--- src/sv/assert_macros.svh ---
// assertion macros shared by the rtl files
`ifndef ASSERT_MACROS_SVH
`define ASSERT_MACROS_SVH

// property checked on every clock edge outside reset
`define SEM_ASSERT(lbl, prop, msg) \
  lbl: assert property (@(posedge clk) disable iff (!rst_n) prop) else $error(msg);

// condition that must never hold outside reset
`define SEM_NEVER(lbl, cond, msg) \
  lbl: assert property (@(posedge clk) disable iff (!rst_n) !(cond)) else $error(msg);

`endif

--- src/sv/sem_pkg.sv ---
// shared constants and types of the sobel edge magnitude block
package sem_pkg;

  localparam int MAX_WIDTH  = 1024;
  localparam int MAX_HEIGHT = 4096;
  localparam int COL_W      = $clog2(MAX_WIDTH);
  localparam int WID_W      = COL_W + 1;
  localparam int ROW_W      = $clog2(MAX_HEIGHT) + 1;
  localparam int PIX_W      = 24;
  localparam int FIFO_DEPTH = 4;
  localparam int FPTR_W     = $clog2(FIFO_DEPTH);
  localparam int FCNT_W     = FPTR_W + 1;

  localparam logic [1:0] CFG_WIDTH  = 2'd0;
  localparam logic [1:0] CFG_HEIGHT = 2'd1;

  localparam logic CMD_PIXEL = 1'b0;
  localparam logic CMD_DRAIN = 1'b1;

  typedef logic [PIX_W-1:0] pixel_t;

  // masked 3x3 window, tap 4 is the center, taps 2/5/8 the newest column
  typedef struct packed {
    pixel_t [8:0] win;
    logic         last;
  } job_t;

endpackage

--- src/sv/sem_fifo.sv ---
// short job queue between the window front end and the magnitude back end
`include "assert_macros.svh"
module sem_fifo
  import sem_pkg::*;
(
  input  logic              clk,
  input  logic              rst_n,
  input  logic              push,
  input  job_t              push_job,
  input  logic              pop,
  output job_t              head_job,
  output logic              empty,
  output logic [FCNT_W-1:0] level
);

  job_t              mem_r [FIFO_DEPTH];
  logic [FPTR_W-1:0] wr_ptr_r;
  logic [FPTR_W-1:0] rd_ptr_r;
  logic [FCNT_W-1:0] cnt_r;

  always_ff @(posedge clk) begin
    if (push) begin
      mem_r[wr_ptr_r] <= push_job;
    end
  end

  always_ff @(posedge clk) begin
    if (!rst_n) begin
      wr_ptr_r <= '0;
      rd_ptr_r <= '0;
      cnt_r    <= '0;
    end else begin
      if (push) wr_ptr_r <= wr_ptr_r + 1'b1;
      if (pop)  rd_ptr_r <= rd_ptr_r + 1'b1;
      cnt_r <= cnt_r + FCNT_W'(push) - FCNT_W'(pop);
    end
  end

  assign head_job = mem_r[rd_ptr_r];
  assign empty    = (cnt_r == '0);
  assign level    = cnt_r;

  `SEM_NEVER(a_fifo_overflow, push && !pop && (cnt_r == FCNT_W'(FIFO_DEPTH)), "job queue overflow")
  `SEM_NEVER(a_fifo_underflow, pop && (cnt_r == '0), "job queue underflow")
  `SEM_NEVER(a_fifo_level_range, cnt_r > FCNT_W'(FIFO_DEPTH), "job queue count out of range")

endmodule

--- config.mk ---
export PLATFORM = sky130hd
export DESIGN_NAME = sem_fifo
export DESIGN_NICKNAME = d
export VERILOG_FILES = /design/src/sv/sem_pkg.sv /design/src/sv/sem_fifo.sv
export VERILOG_INCLUDE_DIRS = /design/src /design/src/sv
export SDC_FILE = /design/constraint.sdc
export NUM_CORES = 1
export LEC_CHECK = 0
export CORE_MARGIN = 2
export CORE_UTILIZATION = 68
export CTS_CLUSTER_SIZE = 14
export DETAILED_ROUTE_END_ITERATION = 7
export DONT_BUFFER_PORTS = 1
export GPL_TIMING_DRIVEN = 0
export PLACE_DENSITY = 0.81
export SKIP_CTS_REPAIR_TIMING = 1
export SKIP_LAST_GASP = 1
export SYNTH_ARGS = -nofsm -noshare
export SYNTH_HDL_FRONTEND = slang
export SYNTH_SLANG_ARGS = --single-unit
--- constraint.sdc ---
create_clock -name clk -period 17.1 [get_ports clk]
set_clock_uncertainty 0.1 [all_clocks]
set_input_delay 2.565 -clock clk [delete_from_list [all_inputs] [get_ports clk]]
set_output_delay 2.565 -clock clk [all_outputs]
set_load 0.03 [all_outputs]
-- Word-level counts from Yosys, hierarchy flattened
Memories as Yosys holds them, arrays and structs flattened. A register that Yosys moved wholly into a read port is not among the register bits.
Index checks and enable logic that the tools add are counted.
- output and inout bits: 221
- word-level logic and storage cells: 13
- bits in writable memories: 868
- memories kept: 1
- flip-flop bits (word level): 7
- bits of input ports: 221
- $add $sub $neg: 4
- mux-type cells: 4
- reductions and logical operators: 1
- memory list (memory ; words ; width ; rd ports ; clocked after Yosys merged registers in ; write ports ; line ; RTL):
    mem_r ; 4 ; 217 ; 1 ; 1 ; 1 ; sem_fifo.sv:16 ; job_t mem_r [FIFO_DEPTH];
- operators by type and width (kind ; number):
    $add A2 B1 Y2 const B ; 2
    $mux W2 ; 2
    $add A3 B1 Y3 ; 1
    $logic_not A3 Y1 ; 1
    $sub A3 B1 Y3 ; 1
    $mux W1 ; 2

-- Depth between registers and ports, before layout
- depth after elaboration: 3
- depth in mapped cells: 7

-- Worst setup path before layout
No wires, ideal clock.
- path type: input port to flip-flop
- start: input port push
- end: memory mem_r[0][0] (netlist name) (enable)
- slack: 8915 ps
- data required time: 16396 ps
- setup time: 604 ps
- arrival: 7482 ps
- stages on the path: 1
- cells stage by stage: and2_1
- cells in the longest elaborated chain, start to end: 2
- RTL lines (element ; line ; RTL):
    start, declared ; sem_fifo.sv:8 ; input logic push,
    $mux W1 ; sem_fifo.sv:22 ; if (push) begin
    $mux W1 (implied by the code) ; sem_fifo.sv:23 ; mem_r[wr_ptr_r] <= push_job;
    end, declared ; sem_fifo.sv:16 ;
Every way passes these cells.

==> key figures <==
Synth
  • Synth Area in Adders: less than 1%
  • Number of register bits inferred by synthesis: between 800 and 900
  • Post-synthesis compound-gate area fraction: less than 1%
  • Multiplexer area fraction after synthesis: between 15 and 20%
  • Largest family of logic cells by synthesized area: multiplexers
  • Post-Syn Instances: 1,175
  • Sequential area share after synthesis: 82.7%
  • Mapped Avg Cell Area: ~27 um2
  • Synthesis Warnings: 0
  • Syn nets: between 1,000 and 1,500
  • Yosys cell types: 19
  • Synth Area in Simple Gates: less than 1%
  • Xor-xnor portion of the synthesized cell area: less than 1%
  • Synthesized area: around 0.032 mm2

Floorplanning
  • Row count: between 70 and 80
  • Core ar.: about 0.046 mm2
  • Die ar.: 0.0484 mm2
  • Die X: 220 um
  • Initial Util: approximately 69%
  • # IOs: roughly 440
  • Die Ht: around 220 um

Clocking
  • Clk root buf: clkbuf_16
  • Worst skew pair latency: roughly 0.62 ns
  • H-tree Lvls: 3
  • TritonCTS buffer count: between 80 and 90
  • Clk sinks: 877
  • CTS tree: built
  • Max Root-Sink Buffers: 3
  • CTS clock-pin slew for the worst setup and hold paths: roughly 0.070 ns

Global route
  • Initial antenna violation count: 0
  • GRT Total Usage: 31.9%
  • Pin count of the biggest net entering global routing: 56
  • Vias in the first global route: 14,300
  • First-pass GRT wire length: 106,000 um
  • Congestion Overflow GR: 0

Timing
  • Final number of hold-violating endpoints: 0
  • Max Slew Vio Count: 0
  • Worst slew margin: around two fifths
  • Final min period: 5.35 ns
  • Final Cycle Share: between 30% and 40%
  • Fin Setup TNS: 0 ns
  • Measured slew at the worst slew-check pin: 0.910 ns
  • Setup violations, final: 0
  • RSZ-0062 raised after global routing: false
  • Fmax: ~0.19 GHz

Finish
  • Ant. Diodes: 0
  • Commonest non-fill, non-tap cell in the layout: edfxtp_1
  • Synth-to-Final Area Change: 11.5%
  • Share of cells above drive strength 1: between 20% and 30%
  • Commonest cells after routing, fill and taps aside: edfxtp_1 (868), mux4_2 (217), clkbuf_16 (85)
  • Fill count: between 2,000 and 2,500
  • Final #Nets: around 1,500

Outcome
  • Status: completed

Critical path
  • Critical path buffers and inverters: 3
  • Slowest-stage cell, CP: mux4_2
  • CP peak stage delay: around 0.52 ns
  • Reg2reg setup slack: ~14 ns
  • Kind of cell with the highest combined delay on the critical path: buffers and inverters
  • R2r endpoint: mem_r[0][212]$_DFFE_PP_
  • CP Max Fanout: 10
  • Crit Path Category: flip-flop to output port
  • CP Capture Type: output port
  • Critical path's most frequent cell: buf_2
  • WP data required: roughly 14 ns
  • Worst EP arrival: between 2 and 3 ns
  • Reg2reg start: wr_ptr_r[0]$_SDFFE_PN0P_
  • CP Launch Type: flip-flop
  • Register-to-Register Path Depth: 6
  • Critical-path cell list: buf_2 -> buf_2 -> buf_2 -> mux4_2

Min path
  • Worst min-delay path class: flip-flop to flip-flop
  • Min-Delay Endpoint: wr_ptr_r[1]$_SDFFE_PN0P_
  • Hold_sp: wr_ptr_r[1]$_SDFFE_PN0P_
  • Hold path depth: 2

Drt
  • Via Count: between 10,000 and 15,000
  • First-pass DRT Iterations: 7
  • Antenna Nets Post-Route: 0
  • Drt wl/cell: 38.7 um
  • Overall routed net length: roughly 75,000 um
  • Drt initial violations: between 1,500 and 2,000
  • # DRC: 0
  • DR vias/cell: 7.07

Place
  • Final GP Congestion: around 0.78
  • HPWL Detailed: about 43,000 um
  • IO buf count: 0

Pwr
  • Tot Pwr: 4.72 mW
  • VDD IR-drop max: around 0.00016 V
  • Pleak: approximately 11 nW
  • Pwr dens: approximately 130 mW/mm2

Run
  • MaxCap Viol Count: 0
-- state kept, by name, indices dropped and copies added, names as in the netlist, named ones only --
signal,cells
rd_ptr_r,2
level,3
wr_ptr_r,2
mem_r,868
-- cell usage after synthesis --
cell type | number | area share, %
buf_6 | 16 | 0.57
mux4_2 | 217 | 15
nor2_1 | 5 | 0.059
dfxtp_1 | 9 | 0.57
nor3_1 | 1 | 0.016
buf_2 | 24 | 0.38
edfxtp_1 | 868 | 82
clkbuf_1 | 1 | 0.012
mux2i_1 | 1 | 0.032
a21oi_1 | 1 | 0.016
buf_1 | 7 | 0.083
xnor2_1 | 2 | 0.055
a21bo_2 | 1 | 0.032
nand3b_1 | 1 | 0.024
ha_1 | 6 | 0.24
xor3_1 | 1 | 0.075
and2_1 | 6 | 0.12
fa_1 | 1 | 0.063
inv_1 | 7 | 0.083
-- area by class of cell --
class / count / area (um2) / share of cell area, %
buffer: 48 / 330 / 0.934
clock buffer: 106 / 2210 / 6.23
clock inverter: 35 / 253 / 0.714
inverter: 7 / 26.3 / 0.0743
multi-input combinational: 243 / 5130 / 14.5
sequential: 877 / 26200 / 74.2
tap: 607 / 759 / 2.15
timing repair buffer: 16 / 433 / 1.22
-- metrics by stage --
stage	cell area (um2)	setup WS (ns)	cells	hold WS [ns]	util, %
global route	35400	11.67	1939	0.523	76.5
global placement	32500	5.34	1782	0.413	70.2
floorplan	31700	8.91	1175	0.399	-
detailed placement	32900	12.42	1798	0.442	71.2
CTS	35400	11.71	1939	0.501	76.5
finish	35400	11.75	1939	0.507	76.5
-- how the worst max path moves through the flow --
stage | startpoint | endpoint | slack [ns] | cells after the start
detailed placement | flip-flop | head_job[155] | 12.42 | 4
global route | flip-flop | head_job[155] | 11.67 | 4
CTS | flip-flop | head_job[155] | 11.71 | 4
finish | flip-flop | head_job[155] | 11.75 | 4
floorplan | push | mem_r[0][0]$_DFFE_PP_ | 8.91 | 1
global placement | push | mem_r[1][132]$_DFFE_PP_ | 5.34 | 1
-- metal layers --
layer / vias up / part of all wire (%) / global-route usage, %
met3: 124 / 12 / 12.7
met5: - / 0 / 0
met4: 0 / 3.0 / 10.8
met2: 950 / 53 / 54.8
met1: 7338 / 31 / 36.8
li1: 5297 / - / -
-- where the power goes --
| part | internal, mW | switching (mW) | total, mW | leakage, nW |
|---|---|---|---|---|
| logic | 0.148 | 0.341 | 0.490 | 1.74 |
| clock network | 0.954 | 0.761 | 1.71 | 1.19 |
| registers | 2.47 | 0.0395 | 2.51 | 8.05 |
-- cells by family (layout without fill, tap and decap cells) --
kind of cell    count (synthesis)  count (layout)
fa+ha+maj                       7               7
buf+inv                        55             212
flops                         877             877
simple gates                   13              13
mux                           218             218
xor+xnor                        3               3
compound gates                  2               2
-- worst register-to-register path: stages (launching register included) --
cell and delay (ns):
dfxtp_1 0.36, inv_1 0.14, ha_1 0.20, and2_4 0.68, buf_12 0.32, buf_16 0.28
buf_16 0.31
Power figures use the tool's default switching activity.
