File: src/sv/assert_macros.svh
// assertion macros shared by the rtl files
`ifndef ASSERT_MACROS_SVH
`define ASSERT_MACROS_SVH

// property checked on every clock edge outside reset
`define SEM_ASSERT(lbl, prop, msg) \
  lbl: assert property (@(posedge clk) disable iff (!rst_n) prop) else $error(msg);

// condition that must never hold outside reset
`define SEM_NEVER(lbl, cond, msg) \
  lbl: assert property (@(posedge clk) disable iff (!rst_n) !(cond)) else $error(msg);

`endif

File: src/sv/sem_pkg.sv
// shared constants and types of the sobel edge magnitude block
package sem_pkg;

  localparam int MAX_WIDTH  = 1024;
  localparam int MAX_HEIGHT = 4096;
  localparam int COL_W      = $clog2(MAX_WIDTH);
  localparam int WID_W      = COL_W + 1;
  localparam int ROW_W      = $clog2(MAX_HEIGHT) + 1;
  localparam int PIX_W      = 24;
  localparam int FIFO_DEPTH = 4;
  localparam int FPTR_W     = $clog2(FIFO_DEPTH);
  localparam int FCNT_W     = FPTR_W + 1;

  localparam logic [1:0] CFG_WIDTH  = 2'd0;
  localparam logic [1:0] CFG_HEIGHT = 2'd1;

  localparam logic CMD_PIXEL = 1'b0;
  localparam logic CMD_DRAIN = 1'b1;

  typedef logic [PIX_W-1:0] pixel_t;

  // masked 3x3 window, tap 4 is the center, taps 2/5/8 the newest column
  typedef struct packed {
    pixel_t [8:0] win;
    logic         last;
  } job_t;

endpackage

File: src/sv/sem_back.sv
// back end: sobel gradients, squared magnitude and bitwise square root
`include "assert_macros.svh"
module sem_back
  import sem_pkg::*;
(
  input  logic       clk,
  input  logic       rst_n,
  input  logic       q_empty,
  input  job_t       q_head,
  output logic       q_pop,
  output logic       out_empty,
  input  logic       out_pop,
  output logic [7:0] out_edge_red,
  output logic [7:0] out_edge_green,
  output logic [7:0] out_edge_blue,
  output logic       out_frame_last
);

  typedef enum logic [1:0] {ST_IDLE, ST_SQUARE, ST_ROOT, ST_DONE} state_t;

  state_t                  state_r;
  logic signed [10:0]      gx_r [3];
  logic signed [10:0]      gy_r [3];
  logic [20:0]             sum_r [3];
  logic [7:0]              root_r [3];
  logic [2:0]              step_r;
  logic                    last_r;
  logic                    out_vld_r;
  logic [7:0]              edge_r [3];
  logic                    flast_r;

  logic signed [10:0]      gx_c [3];
  logic signed [10:0]      gy_c [3];
  logic [7:0]              try_c [3];
  logic [7:0]              bit_c;
  logic [10:0]             v [9];
  logic                    out_free;

  always_comb begin
    for (int c = 0; c < 3; c++) begin
      for (int i = 0; i < 9; i++) begin
        v[i] = {3'b000, q_head.win[i][c*8 +: 8]};
      end
      gx_c[c] = $signed(v[2]) - $signed(v[0]) + (($signed(v[5]) - $signed(v[3])) <<< 1)
              + $signed(v[8]) - $signed(v[6]);
      gy_c[c] = $signed(v[6]) - $signed(v[0]) + (($signed(v[7]) - $signed(v[1])) <<< 1)
              + $signed(v[8]) - $signed(v[2]);
    end
    bit_c = 8'h80 >> step_r;
    for (int c = 0; c < 3; c++) begin
      try_c[c] = root_r[c] | bit_c;
    end
    out_free = !out_vld_r || out_pop;
    q_pop    = (state_r == ST_IDLE) && !q_empty;
  end

  always_ff @(posedge clk) begin
    if (!rst_n) begin
      state_r   <= ST_IDLE;
      out_vld_r <= 1'b0;
      step_r    <= '0;
    end else begin
      if (out_pop && !((state_r == ST_DONE) && out_free)) out_vld_r <= 1'b0;
      unique case (state_r)
        ST_IDLE: begin
          if (!q_empty) begin
            gx_r   <= gx_c;
            gy_r   <= gy_c;
            last_r <= q_head.last;
            state_r <= ST_SQUARE;
          end
        end
        ST_SQUARE: begin
          for (int c = 0; c < 3; c++) begin
            sum_r[c]  <= 21'(gx_r[c] * gx_r[c]) + 21'(gy_r[c] * gy_r[c]);
            root_r[c] <= '0;
          end
          step_r  <= '0;
          state_r <= ST_ROOT;
        end
        ST_ROOT: begin
          // one result bit per cycle, msb first
          for (int c = 0; c < 3; c++) begin
            if (21'(try_c[c] * try_c[c]) <= sum_r[c]) root_r[c] <= try_c[c];
          end
          step_r <= step_r + 1'b1;
          if (step_r == 3'd7) state_r <= ST_DONE;
        end
        ST_DONE: begin
          if (out_free) begin
            for (int c = 0; c < 3; c++) begin
              edge_r[c] <= (sum_r[c] >= 21'd65536) ? 8'd255 : root_r[c];
            end
            flast_r   <= last_r;
            out_vld_r <= 1'b1;
            state_r   <= ST_IDLE;
          end
        end
        default: state_r <= ST_IDLE;
      endcase
    end
  end

  assign out_empty      = !out_vld_r;
  assign out_edge_red   = edge_r[0];
  assign out_edge_green = edge_r[1];
  assign out_edge_blue  = edge_r[2];
  assign out_frame_last = flast_r;

  `SEM_ASSERT(a_result_held, (out_vld_r && !out_pop) |=> out_vld_r, "result dropped before pop")
  `SEM_NEVER(a_pop_only_idle, q_pop && (state_r != ST_IDLE), "job taken while busy")
  `SEM_ASSERT(a_root_steps, (state_r == ST_ROOT && step_r == 3'd7) |=> (state_r == ST_DONE), "root overrun")

endmodule
File: config.mk
export PLATFORM = sky130hd
export DESIGN_NAME = sem_back
export DESIGN_NICKNAME = d
export VERILOG_FILES = /design/src/sv/sem_pkg.sv /design/src/sv/sem_back.sv
export VERILOG_INCLUDE_DIRS = /design/src /design/src/sv
export SDC_FILE = /design/constraint.sdc
export NUM_CORES = 2
export LEC_CHECK = 0
export BUFFER_PORTS_ARGS = -buffer_cell sky130_fd_sc_hd__buf_2
export CAP_MARGIN = 20
export CORE_MARGIN = 2
export CORE_UTILIZATION = 60
export CTS_CLUSTER_SIZE = 14
export DETAILED_ROUTE_END_ITERATION = 7
export PLACE_DENSITY = 0.89
export SYNTH_ARGS = -nofsm -noshare
export SYNTH_HDL_FRONTEND = slang
export SYNTH_SLANG_ARGS = --single-unit
File: constraint.sdc
create_clock -name clk -period 12.2 [get_ports clk]
set_input_delay 0.61 -clock clk [delete_from_list [all_inputs] [get_ports clk]]
set_output_delay 0.61 -clock clk [all_outputs]
set_load 0.01 [all_outputs]
# After elaboration in Yosys (flattened, before gate mapping)
# Memory sizes are Yosys's and may differ from the RTL's.
# Index checks and enable logic that the tools add are counted.
# Widths: inputs -> output; s select.
# word_totals
ff_bits,74
ramBits,111
out_inout_bits,27
memories,3
# classes
n_addsub,34
multipliers,9
n_lt_le_gt_ge,6
n_eq_ne,7
shift,1
mux,33
n_bitwise,7
n_reduce_logical,12
# memory_table
memory,depth,word_bits,read_ports,rd_ports_with_merged_regs,write_ports,line,text
sum_r,3,21,3,0,3,sem_back.sv:24,logic [20:0] sum_r [3];
edge_r,3,8,3,0,3,sem_back.sv:29,logic [7:0] edge_r [3];
root_r,3,8,3,0,3,sem_back.sv:25,logic [7:0] root_r [3];
# ops
op,n
$mul 11x11->21,6
$sub 8x8->9,12
$add 11x9->11,6
$add 9x10->11,6
$sub 11x9->11,6
$add 21x21->21,3
$ge 21x17->1 const B,3
$le 16x21->1,3
$mul 8x8->16,3
$mux 8,6
$or 8x8->8,3
$mux 1,22
$reduce_and 3->1,3
$pmux 2 s4,1
$shr 8x3->8 const A,1
$mux 2,3
$ne 2x2->1 const B,3
$pmux 3 s2,1
$eq 2x2->1 const B,2
$add 3x1->3 const B,1
$eq 3x3->1 const B,1
$logic_and 1x1->1,3
$logic_not 1->1,3
$or 1x1->1,3
other kinds (5),5

# Longest topological paths before layout
# logic_depth
word_depth,9
depth_mapped,30
depth_no_buf,28

# Worst setup path before layout
# Ideal clock, no wire load.
# synth_path
kind,register -> register
start,register step_r[0]
end,"memory root_r[2][0], in the netlist root_r[0][16], enable pin"
t_arrival_ns,6.346
setup_slack_ns,5.470
path_stages_with_launch,28
period_less_slack_ns,6.730
path_cell_list,dfxtp_1 -> inv_1 -> ha_1 -> nor2b_1 -> nor2_1 -> inv_1 -> nand2_1 -> inv_1 -> fa_1 -> fa_1 -> inv_1 -> fa_1 -> fa_1 -> inv_1 -> ha_1 -> o21a_1 -> o21a_1 -> a41o_1 -> nor4_1 -> nor3_1 -> xor2_1 -> ha_1 -> and4_1 -> o2111a_1 -> o41ai_1 -> a32oi_2 -> nand2_1 -> o21ai_0
# synth_rtl
element,line,text
from (decl),sem_back.sv:26,logic [2:0] step_r;
from (signal assigned),sem_back.sv:86,step_r <= step_r + 1'b1;
to (decl),sem_back.sv:25,

==> results.py <==
metrics = {
    "cells_and_area": {
        "fin_util_pct": 64.0,
        "final_layout_size_suffix_gt1_share_pct": 6.05,
        "syn_to_final_growth_pct": 6.00,
        "nNetsFinal": 6469,
        "n_fill_cell": 5405,
        "multiInputGateArea_mm2": 0.0338,
        "regArea_mm2": 0.00550,
    },
    "timing": {
        "final_hold_viol_count": 0,
        "finalSetupTns_ns": 0,
        "final-setup-viol-count": 0,
        "worst_slew_pin_slew_ns": 1.03,
        "finalCriticalPeriod_ns": 7.62,
        "rsz0062_at_grt": "false",
        "skew_ns": 0.0144,
        "finalMaxSlewViolations": 0,
        "max_slew_margin_pct": 31.6,
        "fmax_mhz": 131,
        "finalCritPeriodShare_pct": 62.4,
    },
    "clock_tree": {
        "clk_pin_slew_worst_paths_ns": 0.08,
        "cts_tree": "done",
        "cts-resized-gates": 0,
        "numCtsBuffers": 17,
        "cts_setup_buffers": 0,
        "root_buffer": "clkbuf_16",
        "holdBufCountCts": 0,
        "cts_sinks": 185,
        "worstSkewPairLatency_ns": 0.52,
        "clockBufferDepth": 2,
        "htree_levels": 4,
    },
    "global_route": {
        "grt_start_max_net_pins": 67,
        "grt_remaining_overflow": 0,
        "grt_pass1_wl_mm": 160,
        "grt_usage_pct": 25.5,
        "grt_pass1_vias": 35124,
        "antenna_found_initial": 7,
    },
    "critical_path": {
        "crit_required_ns": 12.43,
        "cp_top_family": "adder cells",
        "worstPathArrival_ns": 7.84,
        "path_class": "flop to flop",
        "cp_slowest_cell": "nor2_1",
        "path_buf_inv": 6,
        "slowest_delay_ns": 0.51,
        "crit_top_cell": "inv_1",
        "endpoint_kind": "flop",
        "crit_fanout": 8,
        "start_kind": "flop",
    },
    "yosys": {
        "ys_warn_count": 0,
        "postSynth.asyncResetShare_pct": 0,
        "synth-edff-count": 179,
        "synth.most_common_cell": "inv_1",
        "synth_top_area_share_pct": 38.2,
        "synth.ff_latch_count": 185,
        "synth_cell_types": 65,
        "synthFlopType": "edfxtp_1",
        "synth_commonest_cells": "1382 x inv_1, 855 x fa_1, 565 x ha_1",
        "syn-num-nets": 6306,
        "ys_seq_area_share_pct": 12.3,
        "syn_area_mm2": 0.0448,
        "synthTopCellsByArea": "fa_1 38%, ha_1 16%, edfxtp_1 12%",
        "synth_area_leader_cell": "fa_1",
        "synth.avg_cell_area_um2": 9.61,
        "syn_inst": 4665,
    },
    "drt": {
        "vias": 31094,
        "post-route-drc-count": 0,
        "wire_per_inst_um": 15.7,
        "first_iter_violations": 1955,
        "via_per_inst": 5.35,
        "drtPass1Iterations": 6,
        "wl_mm": 91.5,
        "drtAntennaViolNets": 0,
    },
    "floorplan": {
        "core_area_mm2": 0.0742,
        "io-pin-count": 248,
        "fp-row-count": 100,
        "die_x_um": 277,
        "dieHeight_um": 277,
        "start_util_pct": 60.4,
        "die_area_mm2": 0.0769,
    },
    "placement": {
        "hpwlAfterDp_mm": 78.4,
        "port-buffer-count": 223,
        "gp_congestion": 0.946,
    },
    "job": {
        "drv_cap": 0,
    },
    "worst_hold_path": {
        "hp-class": "input port to flop",
    },
    "run_status": {
        "status": "finished clean",
    },
}
[kinds of logic after synthesis]
| family | synth area share [%] |
|---|---|
| buffers and inverters | 12.3 |
| other | 0.0168 |
| adders and majority gates | 54.0 |
| DFF | 12.3 |
| AOI/OAI and AO/OA | 6.61 |
| xor gates and xnor gates | 5.45 |
| muxes | 0.0726 |
| and+or+nand+nor | 9.29 |
[through the flow]
| stage | area (µm²) | hold WS, ns | cells | setup WS (ns) |
|---|---|---|---|---|
| floorplan | 44800 | 0.400 | 4665 | 5.47 |
| global placement | 46800 | 0.418 | 5775 | 4.65 |
| detailed placement | 46800 | 0.415 | 5775 | 4.50 |
| CTS | 47500 | 0.261 | 5807 | 4.46 |
| global route | 47500 | 0.270 | 5814 | 4.26 |
| finish | 47500 | 0.283 | 5816 | 4.58 |
[per-layer routing]
metal / GRT usage [%] / wire length [µm] / vias up
met5: 0 / 13 / -
met4: 9.16 / 3000 / 2
met3: 4.10 / 5420 / 246
met2: 46.1 / 47900 / 1007
met1: 30.7 / 35200 / 15439
li1: - / - / 14400
[placed cells by master, fill, tap and decap left out, types with 6 or more instances in the layout]
| cell | netlist | layout |
|---|---|---|
| a211o_1 | 6 | 6 |
| o21a_1 | 40 | 40 |
| xnor2_1 | 204 | 204 |
| xor2_1 | 75 | 75 |
| a211oi_1 | 17 | 17 |
| o21ai_0 | 54 | 54 |
| nand3_1 | 14 | 14 |
| clkinv_8 | 0 | 8 |
| dfxtp_1 | 6 | 6 |
| clkbuf_16 | 0 | 17 |
| or3_1 | 34 | 34 |
| nor3_1 | 37 | 37 |
| o21ai_1 | 17 | 17 |
| nor2_1 | 215 | 214 |
| a31oi_1 | 8 | 8 |
| or2_2 | 20 | 20 |
| nand4_1 | 9 | 9 |
| inv_1 | 1382 | 1382 |
| nand2_1 | 230 | 230 |
| o21bai_1 | 29 | 29 |
| o211ai_1 | 9 | 9 |
| diode_2 | 0 | 6 |
| and2_1 | 145 | 143 |
| buf_2 | 0 | 224 |
| ha_1 | 565 | 565 |
| a21o_1 | 74 | 74 |
| or4_1 | 8 | 8 |
| and3_1 | 11 | 11 |
| a2111oi_0 | 6 | 6 |
| nor4_1 | 6 | 6 |
| edfxtp_1 | 179 | 179 |
| nand2b_1 | 33 | 33 |
| a21oi_1 | 160 | 160 |
| fa_1 | 855 | 855 |
| nor2b_1 | 73 | 73 |
[flip-flops by register name, summed over array words and instances (netlist names)]
signal          cells
gy_r               33
out_frame_last      1
out_vld_r           1
root_r             24
gx_r               33
sum_r              63
state_r             2
step_r              3
edge_r             24
last_r              1
[final cells by class]
| type | count | area share (%) |
|---|---|---|
| Multi-Input combinational cell | 3013 | 71.2 |
| Sequential cell | 185 | 11.6 |
| Inverter | 1383 | 10.9 |
| Tap cell | 969 | 2.55 |
| Timing Repair Buffer | 228 | 2.44 |
| Clock buffer | 17 | 0.896 |
| Clock inverter | 15 | 0.421 |
| Antenna cell | 6 | 0.0316 |
[path summary, 6_finish.rpt]
kind             start  slack [ns]  cells past startpoint             end
max          step_r[0]        4.58                     28   root_r[0][16]
min          q_head[0]        0.28                      1          last_r
max reg2reg  step_r[0]        4.58                     28   root_r[0][16]
min reg2reg     last_r        0.44                      0  out_frame_last
Power is not shown: default switching activity piles up to over one toggle a cycle in this logic, so the estimate is an artifact.
